### config.mk
export PLATFORM = sky130hd
export DESIGN_NAME = modular_exponentiation_64
export DESIGN_NICKNAME = d
export VERILOG_FILES = /design/src/rtl/mexp_pkg.sv /design/src/rtl/modular_exponentiation_64.sv /design/src/rtl/mexp_mul.sv
export VERILOG_INCLUDE_DIRS = /design/src /design/src/rtl
export SDC_FILE = /design/constraint.sdc
export NUM_CORES = 2
export LEC_CHECK = 0
export BUFFER_PORTS_ARGS = -buffer_cell sky130_fd_sc_hd__buf_4
export CAP_MARGIN = 20
export CORE_UTILIZATION = 59
export CTS_BUF_LIST = sky130_fd_sc_hd__clkbuf_8
export CTS_CLUSTER_DIAMETER = 50
export DETAILED_ROUTE_END_ITERATION = 12
export HOLD_SLACK_MARGIN = 0.05
export PLACE_DENSITY = 0.8
export SYNTH_ARGS = -nofsm -noshare
export SYNTH_HDL_FRONTEND = slang
export SYNTH_HIERARCHICAL = 1
export SYNTH_SLANG_ARGS = --single-unit
### constraint.sdc
create_clock -name clk -period 10.15 [get_ports clk]
set_input_delay 2.03 -clock clk [delete_from_list [all_inputs] [get_ports clk]]
set_output_delay 2.03 -clock clk [all_outputs]
set_load 0.1 [all_outputs]
### src/rtl/assert_macros.svh
// Assertion macros shared by the modular exponentiation RTL.
// Each macro expects a signal named clk in the using module; MEXP_ASSERT also expects rst_n.
`ifndef ASSERT_MACROS_SVH
`define ASSERT_MACROS_SVH

// Checked on every rising edge once reset has been released.
`define MEXP_ASSERT(lbl, prop, msg) \
  lbl: assert property (@(posedge clk) disable iff (!rst_n) (prop)) else $error(msg);

// Checked on every rising edge, reset included.
`define MEXP_ASSERT_ALWAYS(lbl, prop, msg) \
  lbl: assert property (@(posedge clk) (prop)) else $error(msg);

`endif

### src/rtl/mexp_pkg.sv
// Shared constants for the modular exponentiation block.
// No dependencies; imported by the top level and by mexp_mul.
package mexp_pkg;

  localparam int FIELD_BITS    = 64;                // width of every stream field
  localparam int DEF_WORD_BITS = 64;                // default working width
  localparam int IN_DATA_BITS  = 3 * FIELD_BITS;    // base, power, divisor

endpackage

### src/rtl/modular_exponentiation_64.sv
// Modular exponentiation base^power mod divisor, right-to-left square and multiply.
// Two bit-serial multipliers do the work, one multiplier bit per cycle; a zero divisor skips them.
// One request is worked at a time; the next can be accepted in the cycle after a result is loaded,
// even while that result waits to be taken.
// Synchronous active-low reset empties the output register and returns to idle.
`include "assert_macros.svh"

module modular_exponentiation_64
  import mexp_pkg::*;
#(
  parameter int WORD_BITS = DEF_WORD_BITS
) (
  input  logic                    clk,
  input  logic                    rst_n,
  input  logic                    in_tvalid,
  output logic                    in_tready,
  input  logic [IN_DATA_BITS-1:0] in_tdata,   // base_value [63:0], power [127:64], divisor [191:128]
  output logic                    out_tvalid,
  input  logic                    out_tready,
  output logic [FIELD_BITS-1:0]   out_tdata,  // residue [63:0]
  output logic                    out_tuser   // zero_modulus [0]
);

  typedef enum logic [2:0] {
    S_IDLE,
    S_RED,
    S_EXP,
    S_STEP,
    S_OUT
  } state_t;

  state_t               state_r, state_nxt;
  logic [WORD_BITS-1:0] b_r, b_nxt;
  logic [WORD_BITS-1:0] e_r, e_nxt;
  logic [WORD_BITS-1:0] m_r, m_nxt;
  logic [WORD_BITS-1:0] acc_r, acc_nxt;
  logic                 err_r, err_nxt;
  logic                 out_valid_r, out_valid_nxt;
  logic [WORD_BITS-1:0] residue_r, residue_nxt;
  logic                 zm_r, zm_nxt;

  logic [WORD_BITS-1:0] in_base, in_power, in_div;
  logic                 start0, start1;
  logic [WORD_BITS-1:0] k0, v0, m0;
  logic                 busy0, busy1;
  logic [WORD_BITS-1:0] prod0, prod1;

  assign in_base  = in_tdata[WORD_BITS-1:0];
  assign in_power = in_tdata[FIELD_BITS +: WORD_BITS];
  assign in_div   = in_tdata[2*FIELD_BITS +: WORD_BITS];

  assign in_tready = (state_r == S_IDLE);

  always_comb begin
    state_nxt     = state_r;
    b_nxt         = b_r;
    e_nxt         = e_r;
    m_nxt         = m_r;
    acc_nxt       = acc_r;
    err_nxt       = err_r;
    out_valid_nxt = out_valid_r;
    residue_nxt   = residue_r;
    zm_nxt        = zm_r;
    start0        = 1'b0;
    start1        = 1'b0;
    k0            = acc_r;
    v0            = b_r;
    m0            = m_r;

    if (out_valid_r && out_tready) begin
      out_valid_nxt = 1'b0;
    end

    case (state_r)
      S_IDLE: begin
        if (in_tvalid) begin
          e_nxt   = in_power;
          m_nxt   = in_div;
          acc_nxt = WORD_BITS'(1);
          if (in_div == '0) begin
            acc_nxt   = '0;
            err_nxt   = 1'b1;
            state_nxt = S_OUT;
          end else begin
            // Reduce the base: base * (1 mod m) through the multiplier.
            err_nxt   = 1'b0;
            start0    = 1'b1;
            k0        = in_base;
            v0        = (in_div == WORD_BITS'(1)) ? '0 : WORD_BITS'(1);
            m0        = in_div;
            state_nxt = S_RED;
          end
        end
      end
      S_RED: begin
        if (!busy0) begin
          b_nxt     = prod0;
          state_nxt = (e_r == '0) ? S_OUT : S_EXP;
        end
      end
      S_EXP: begin
        start0    = e_r[0];
        start1    = 1'b1;
        state_nxt = S_STEP;
      end
      S_STEP: begin
        if (!busy0 && !busy1) begin
          if (e_r[0]) begin
            acc_nxt = prod0;
          end
          b_nxt     = prod1;
          e_nxt     = e_r >> 1;
          state_nxt = ((e_r >> 1) == '0) ? S_OUT : S_EXP;
        end
      end
      S_OUT: begin
        if (!out_valid_r || out_tready) begin
          out_valid_nxt = 1'b1;
          residue_nxt   = acc_r;
          zm_nxt        = err_r;
          state_nxt     = S_IDLE;
        end
      end
      default: begin
        state_nxt = S_IDLE;
      end
    endcase
  end

  always_ff @(posedge clk) begin
    if (!rst_n) begin
      state_r     <= S_IDLE;
      out_valid_r <= 1'b0;
    end else begin
      state_r     <= state_nxt;
      out_valid_r <= out_valid_nxt;
    end
    b_r       <= b_nxt;
    e_r       <= e_nxt;
    m_r       <= m_nxt;
    acc_r     <= acc_nxt;
    err_r     <= err_nxt;
    residue_r <= residue_nxt;
    zm_r      <= zm_nxt;
  end

  // Unit 0 reduces the base, then multiplies the accumulator; unit 1 squares.
  mexp_mul #(
    .WORD_BITS(WORD_BITS)
  ) u_mul_acc (
    .clk    (clk),
    .rst_n  (rst_n),
    .start  (start0),
    .k_in   (k0),
    .v_in   (v0),
    .m_in   (m0),
    .busy   (busy0),
    .product(prod0)
  );

  mexp_mul #(
    .WORD_BITS(WORD_BITS)
  ) u_mul_sq (
    .clk    (clk),
    .rst_n  (rst_n),
    .start  (start1),
    .k_in   (b_r),
    .v_in   (b_r),
    .m_in   (m_r),
    .busy   (busy1),
    .product(prod1)
  );

  assign out_tvalid = out_valid_r;
  assign out_tdata  = FIELD_BITS'(residue_r);
  assign out_tuser  = zm_r;

  `MEXP_ASSERT(a_error_gives_zero, (out_tvalid && out_tuser) |-> (out_tdata == '0), "error not zero")
  `MEXP_ASSERT(a_step_nonzero_mod, (state_r == S_STEP) |-> (m_r != '0), "step with zero modulus")
  `MEXP_ASSERT(a_units_idle_at_rest, (state_r == S_IDLE) |-> (!busy0 && !busy1), "unit busy in idle")

endmodule

### src/rtl/mexp_mul.sv
// Bit-serial modular multiplier: k * v mod m by shift and add, one bit of k per cycle.
// Requires v < m on start. Depends on mexp_pkg and assert_macros.svh.
`include "assert_macros.svh"

module mexp_mul
  import mexp_pkg::*;
#(
  parameter int WORD_BITS = DEF_WORD_BITS
) (
  input  logic                 clk,
  input  logic                 rst_n,
  input  logic                 start,
  input  logic [WORD_BITS-1:0] k_in,
  input  logic [WORD_BITS-1:0] v_in,
  input  logic [WORD_BITS-1:0] m_in,
  output logic                 busy,
  output logic [WORD_BITS-1:0] product
);

  logic                 busy_r, busy_nxt;
  logic [WORD_BITS-1:0] k_r, k_nxt;
  logic [WORD_BITS-1:0] v_r, v_nxt;
  logic [WORD_BITS-1:0] m_r, m_nxt;
  logic [WORD_BITS-1:0] acc_r, acc_nxt;
  logic [WORD_BITS-1:0] gap;

  // Both the accumulate and the doubling add v, so they share m - v.
  assign gap = m_r - v_r;

  always_comb begin
    busy_nxt = busy_r;
    k_nxt    = k_r;
    v_nxt    = v_r;
    m_nxt    = m_r;
    acc_nxt  = acc_r;
    if (start) begin
      busy_nxt = 1'b1;
      k_nxt    = k_in;
      v_nxt    = v_in;
      m_nxt    = m_in;
      acc_nxt  = '0;
    end else if (busy_r) begin
      if (k_r == '0) begin
        busy_nxt = 1'b0;
      end else begin
        if (k_r[0]) begin
          acc_nxt = (acc_r >= gap) ? (acc_r - gap) : (acc_r + v_r);
        end
        v_nxt = (v_r >= gap) ? (v_r - gap) : (v_r << 1);
        k_nxt = k_r >> 1;
      end
    end
  end

  always_ff @(posedge clk) begin
    if (!rst_n) begin
      busy_r <= 1'b0;
    end else begin
      busy_r <= busy_nxt;
    end
    k_r   <= k_nxt;
    v_r   <= v_nxt;
    m_r   <= m_nxt;
    acc_r <= acc_nxt;
  end

  assign busy    = busy_r;
  assign product = acc_r;

  `MEXP_ASSERT(a_operands_reduced, busy_r |-> (v_r < m_r && acc_r < m_r), "operand not reduced")
  `MEXP_ASSERT(a_stops_when_drained, (busy_r && !start && k_r == '0) |=> !busy_r, "unit did not stop")
  `MEXP_ASSERT(a_modulus_nonzero, busy_r |-> (m_r != '0), "zero modulus in unit")

endmodule
==> reports/summary.txt <==
Worst Hold Depth: 0
I/O pin cnt: 263
GRT overflow: 0
Nets: 7757
hpwl dp: 150000 um
cell count of the worst reg-to-reg path: 30
layout cell share with drive strength beyond 1: 0.119
Post-CTS Resized: 0
crit path capture type: flip-flop
setup bufs post-CTS: 0
asr flop ratio synth: 0
IO buf count: 262
Post-Route Setup TNS: 0 ns
drt initial violations: 6792
Clock Path Buffers: 3
Startpoint Class: flip-flop
die area: 109000 um2
Syn-to-layout area delta: 9.13%
Critical Path Stages: 30
Routed wire per std cell: 22.5 um
slowest CP cell: buf_4
mean area per synthesized cell: 9.27 um2
crit path time final: 8.10 ns
Max-cap violations: 0
number of synthesized flops with an enable pin: 706
post-cts hold buffer count: 0
final-layout fill cell count: 8703
Min-Delay Path Class: reg2reg
WP buf/inv: 3
Crit path largest cell delay: 0.71 ns
Crit path max-delay family: compound AO/OA/AOI/OAI gates
routability cong.: 0.996
GR Util All Layers: 0.345
CP required: 10.71 ns
Multi-input gate area: 37400 um2
Synth area leader: edfxtp_1
crit path DAT: 8.67 ns
largest cells by area after synthesis: edfxtp_1 33%, ha_1 9.9%, a21oi_1 5.2%
Starting Density: 0.594
CP Class: reg2reg
Clock Root Buffer: clkbuf_8
Vias: 54300
TritonCTS buffer count: 148
H-tree levels: 4
Mapped Nets: 7573
CTS tree: yes
DRC viols: 0
core area: 107000 um2
Clock Skew: 0.0573 ns
Cell Area, Synth: 63600 um2
post-synthesis sequential area ratio: 0.375
outcome: finished, final reports clean
WL final: 194000 um
max-slew violations: 0
CTS clk-pin slew, worst paths: 0.06 ns
worst-path fanout max: 91
Primary FF master, synth: edfxtp_1
Worst-Margin Slew: 1.11 ns
post-route ant nets: 0
Vias/cell: 6.33
CTS Sinks: 840
Distinct cells, synth: 112
Relative slew margins: 0.242
RSZ-0062 raised after global routing: false
Ys Warns: 6
f_max: 123 MHz
# rows: 120
vias in the first global route: 49700
clk_lat worst skew: 0.85 ns
FF/Latch Area: 23900 um2
Top cell by count, worst path: nor2_1
#FFs+latches synth: 840
antenna violations before repair: 9
Hold Fails Final Rpt: 0
largest net degree at the start of global routing: 174
die height: 330 um
first-pass GRT wire length: 288000 um
Tcrit/Tclk final: 0.798
DRT Pass-1 Iters: 8
Final Setup Violations: 0
chip width: 330 um
Mapped Cells: 6867
post-synth top area share: 0.333
cells by family after synthesis:
kind of cell,share of synthesized area
adder cells (fa/ha/maj),0.103
flip-flops,0.375
buffers and inverters,0.0389
XOR/XNOR,0.0602
AO/OA/AOI/OAI,0.206
AND/OR/NAND/NOR,0.159
multiplexers,0.0583
cell type report:
| class | instances | share of cell area |
|---|---|---|
| sequential | 840 | 0.344 |
| clock buffer | 156 | 0.0309 |
| antenna | 7 | 0.000252 |
| tap | 1403 | 0.0253 |
| multi-input combinational | 5455 | 0.538 |
| clock inverter | 117 | 0.0109 |
| inverter | 300 | 0.0162 |
| timing repair buffer | 306 | 0.0340 |
synthesized netlist by cell type, types with 14 or more instances:
cell type,number
a211o_1,22
a211oi_1,135
a21boi_0,21
a21o_1,313
a21oi_1,663
a221o_1,19
a311oi_1,14
a31o_2,19
a31oi_1,59
and2_1,153
and3_1,63
and4_1,17
buf_2,37
buf_4,14
clkbuf_1,192
dfxtp_1,134
edfxtp_1,706
ha_1,502
inv_1,297
mux2_1,21
mux2_2,158
mux2_4,100
mux2i_1,19
nand2_1,834
nand2b_1,76
nand3_1,129
nand4_1,74
nor2_1,468
nor2b_1,71
nor3_1,106
nor4_1,76
o211ai_1,61
o21a_1,62
o21ai_0,320
o21ai_1,60
o21bai_1,80
o31ai_1,36
or2_2,17
or3_1,27
xnor2_1,277
xor2_1,160
layout by cell type (no fill, tap or decap), types with 76 or more instances in the layout:
cell	netlist	layout
mux2_4	100	100
inv_1	297	343
dfxtp_1	134	134
buf_4	14	301
clkbuf_8	0	156
nor2_1	468	464
o21ai_0	320	320
and2_1	153	151
ha_1	502	502
edfxtp_1	706	706
xor2_1	160	160
nor4_1	76	76
o21bai_1	80	80
a21oi_1	663	663
nand3_1	129	129
a211oi_1	135	135
mux2_2	158	158
xnor2_1	277	277
a21o_1	313	313
nand2_1	834	831
nor3_1	106	106
metrics by stage:
step / utilization / setup slack, ns / area, um2 / hold WS [ns] / cells
finish: 0.649 / 2.05 / 69400 / 0.423 / 8584
global route: 0.649 / 1.55 / 69400 / 0.435 / 8583
CTS: 0.648 / 2.15 / 69400 / 0.422 / 8577
detailed placement: 0.621 / 2.19 / 66500 / 0.412 / 8304
global placement: 0.621 / 2.28 / 66500 / 0.406 / 8304
floorplan: - / 0.754 / 63600 / 0.400 / 6867
path summary, 6_finish.rpt:
check,slack [ns],to,startpoint
worst min register to register,0.42,out_tdata[12]$_DFFE_PP_,acc_r[12]$_SDFFCE_PN0P_
worst max-delay path,2.05,u_mul_sq/v_r[10]$_DFFE_PP_,u_mul_sq/m_r[0]$_DFFE_PP_
worst min-delay path,0.42,out_tdata[12]$_DFFE_PP_,acc_r[12]$_SDFFCE_PN0P_
worst max register to register,2.05,u_mul_sq/v_r[10]$_DFFE_PP_,u_mul_sq/m_r[0]$_DFFE_PP_
flip-flops by register name (all words and copies together) (netlist names):
register and count:
u_mul_sq/product 64, u_mul_sq/v_r 64, m_r 64, u_mul_acc/busy 1, acc_r 64, u_mul_acc/k_r 64
state_r 3, out_tvalid 1, e_r 64, u_mul_acc/v_r 64, u_mul_acc/m_r 64, b_r 64
u_mul_sq/k_r 64, err_r 1, u_mul_sq/busy 1, u_mul_sq/m_r 64, out_tdata 64, out_tuser 1
u_mul_acc/product 64
per-layer routing:
| metal | vias up | GRT usage | routed length (um) |
|---|---|---|---|
| li1 | 25700 | - | - |
| met1 | 25600 | 0.519 | 87800 |
| met2 | 2770 | 0.483 | 78200 |
| met3 | 290 | 0.0723 | 20900 |
| met4 | 4 | 0.124 | 6590 |
| met5 | - | 0 | 26 |
worst register-to-register path, delay by kind of cell, from the launching register on:
family | cells | cell delay [ns]
AOI/OAI and AO/OA | 16 | 3.99
xor gates and xnor gates | 1 | 0.27
adders and majority gates | 3 | 0.97
buffers and inverters | 3 | 0.84
DFF | 1 | 0.40
and+or+nand+nor | 7 | 1.33
Power is not shown: default switching activity piles up to over one toggle a cycle in this logic, so the estimate is an artifact.
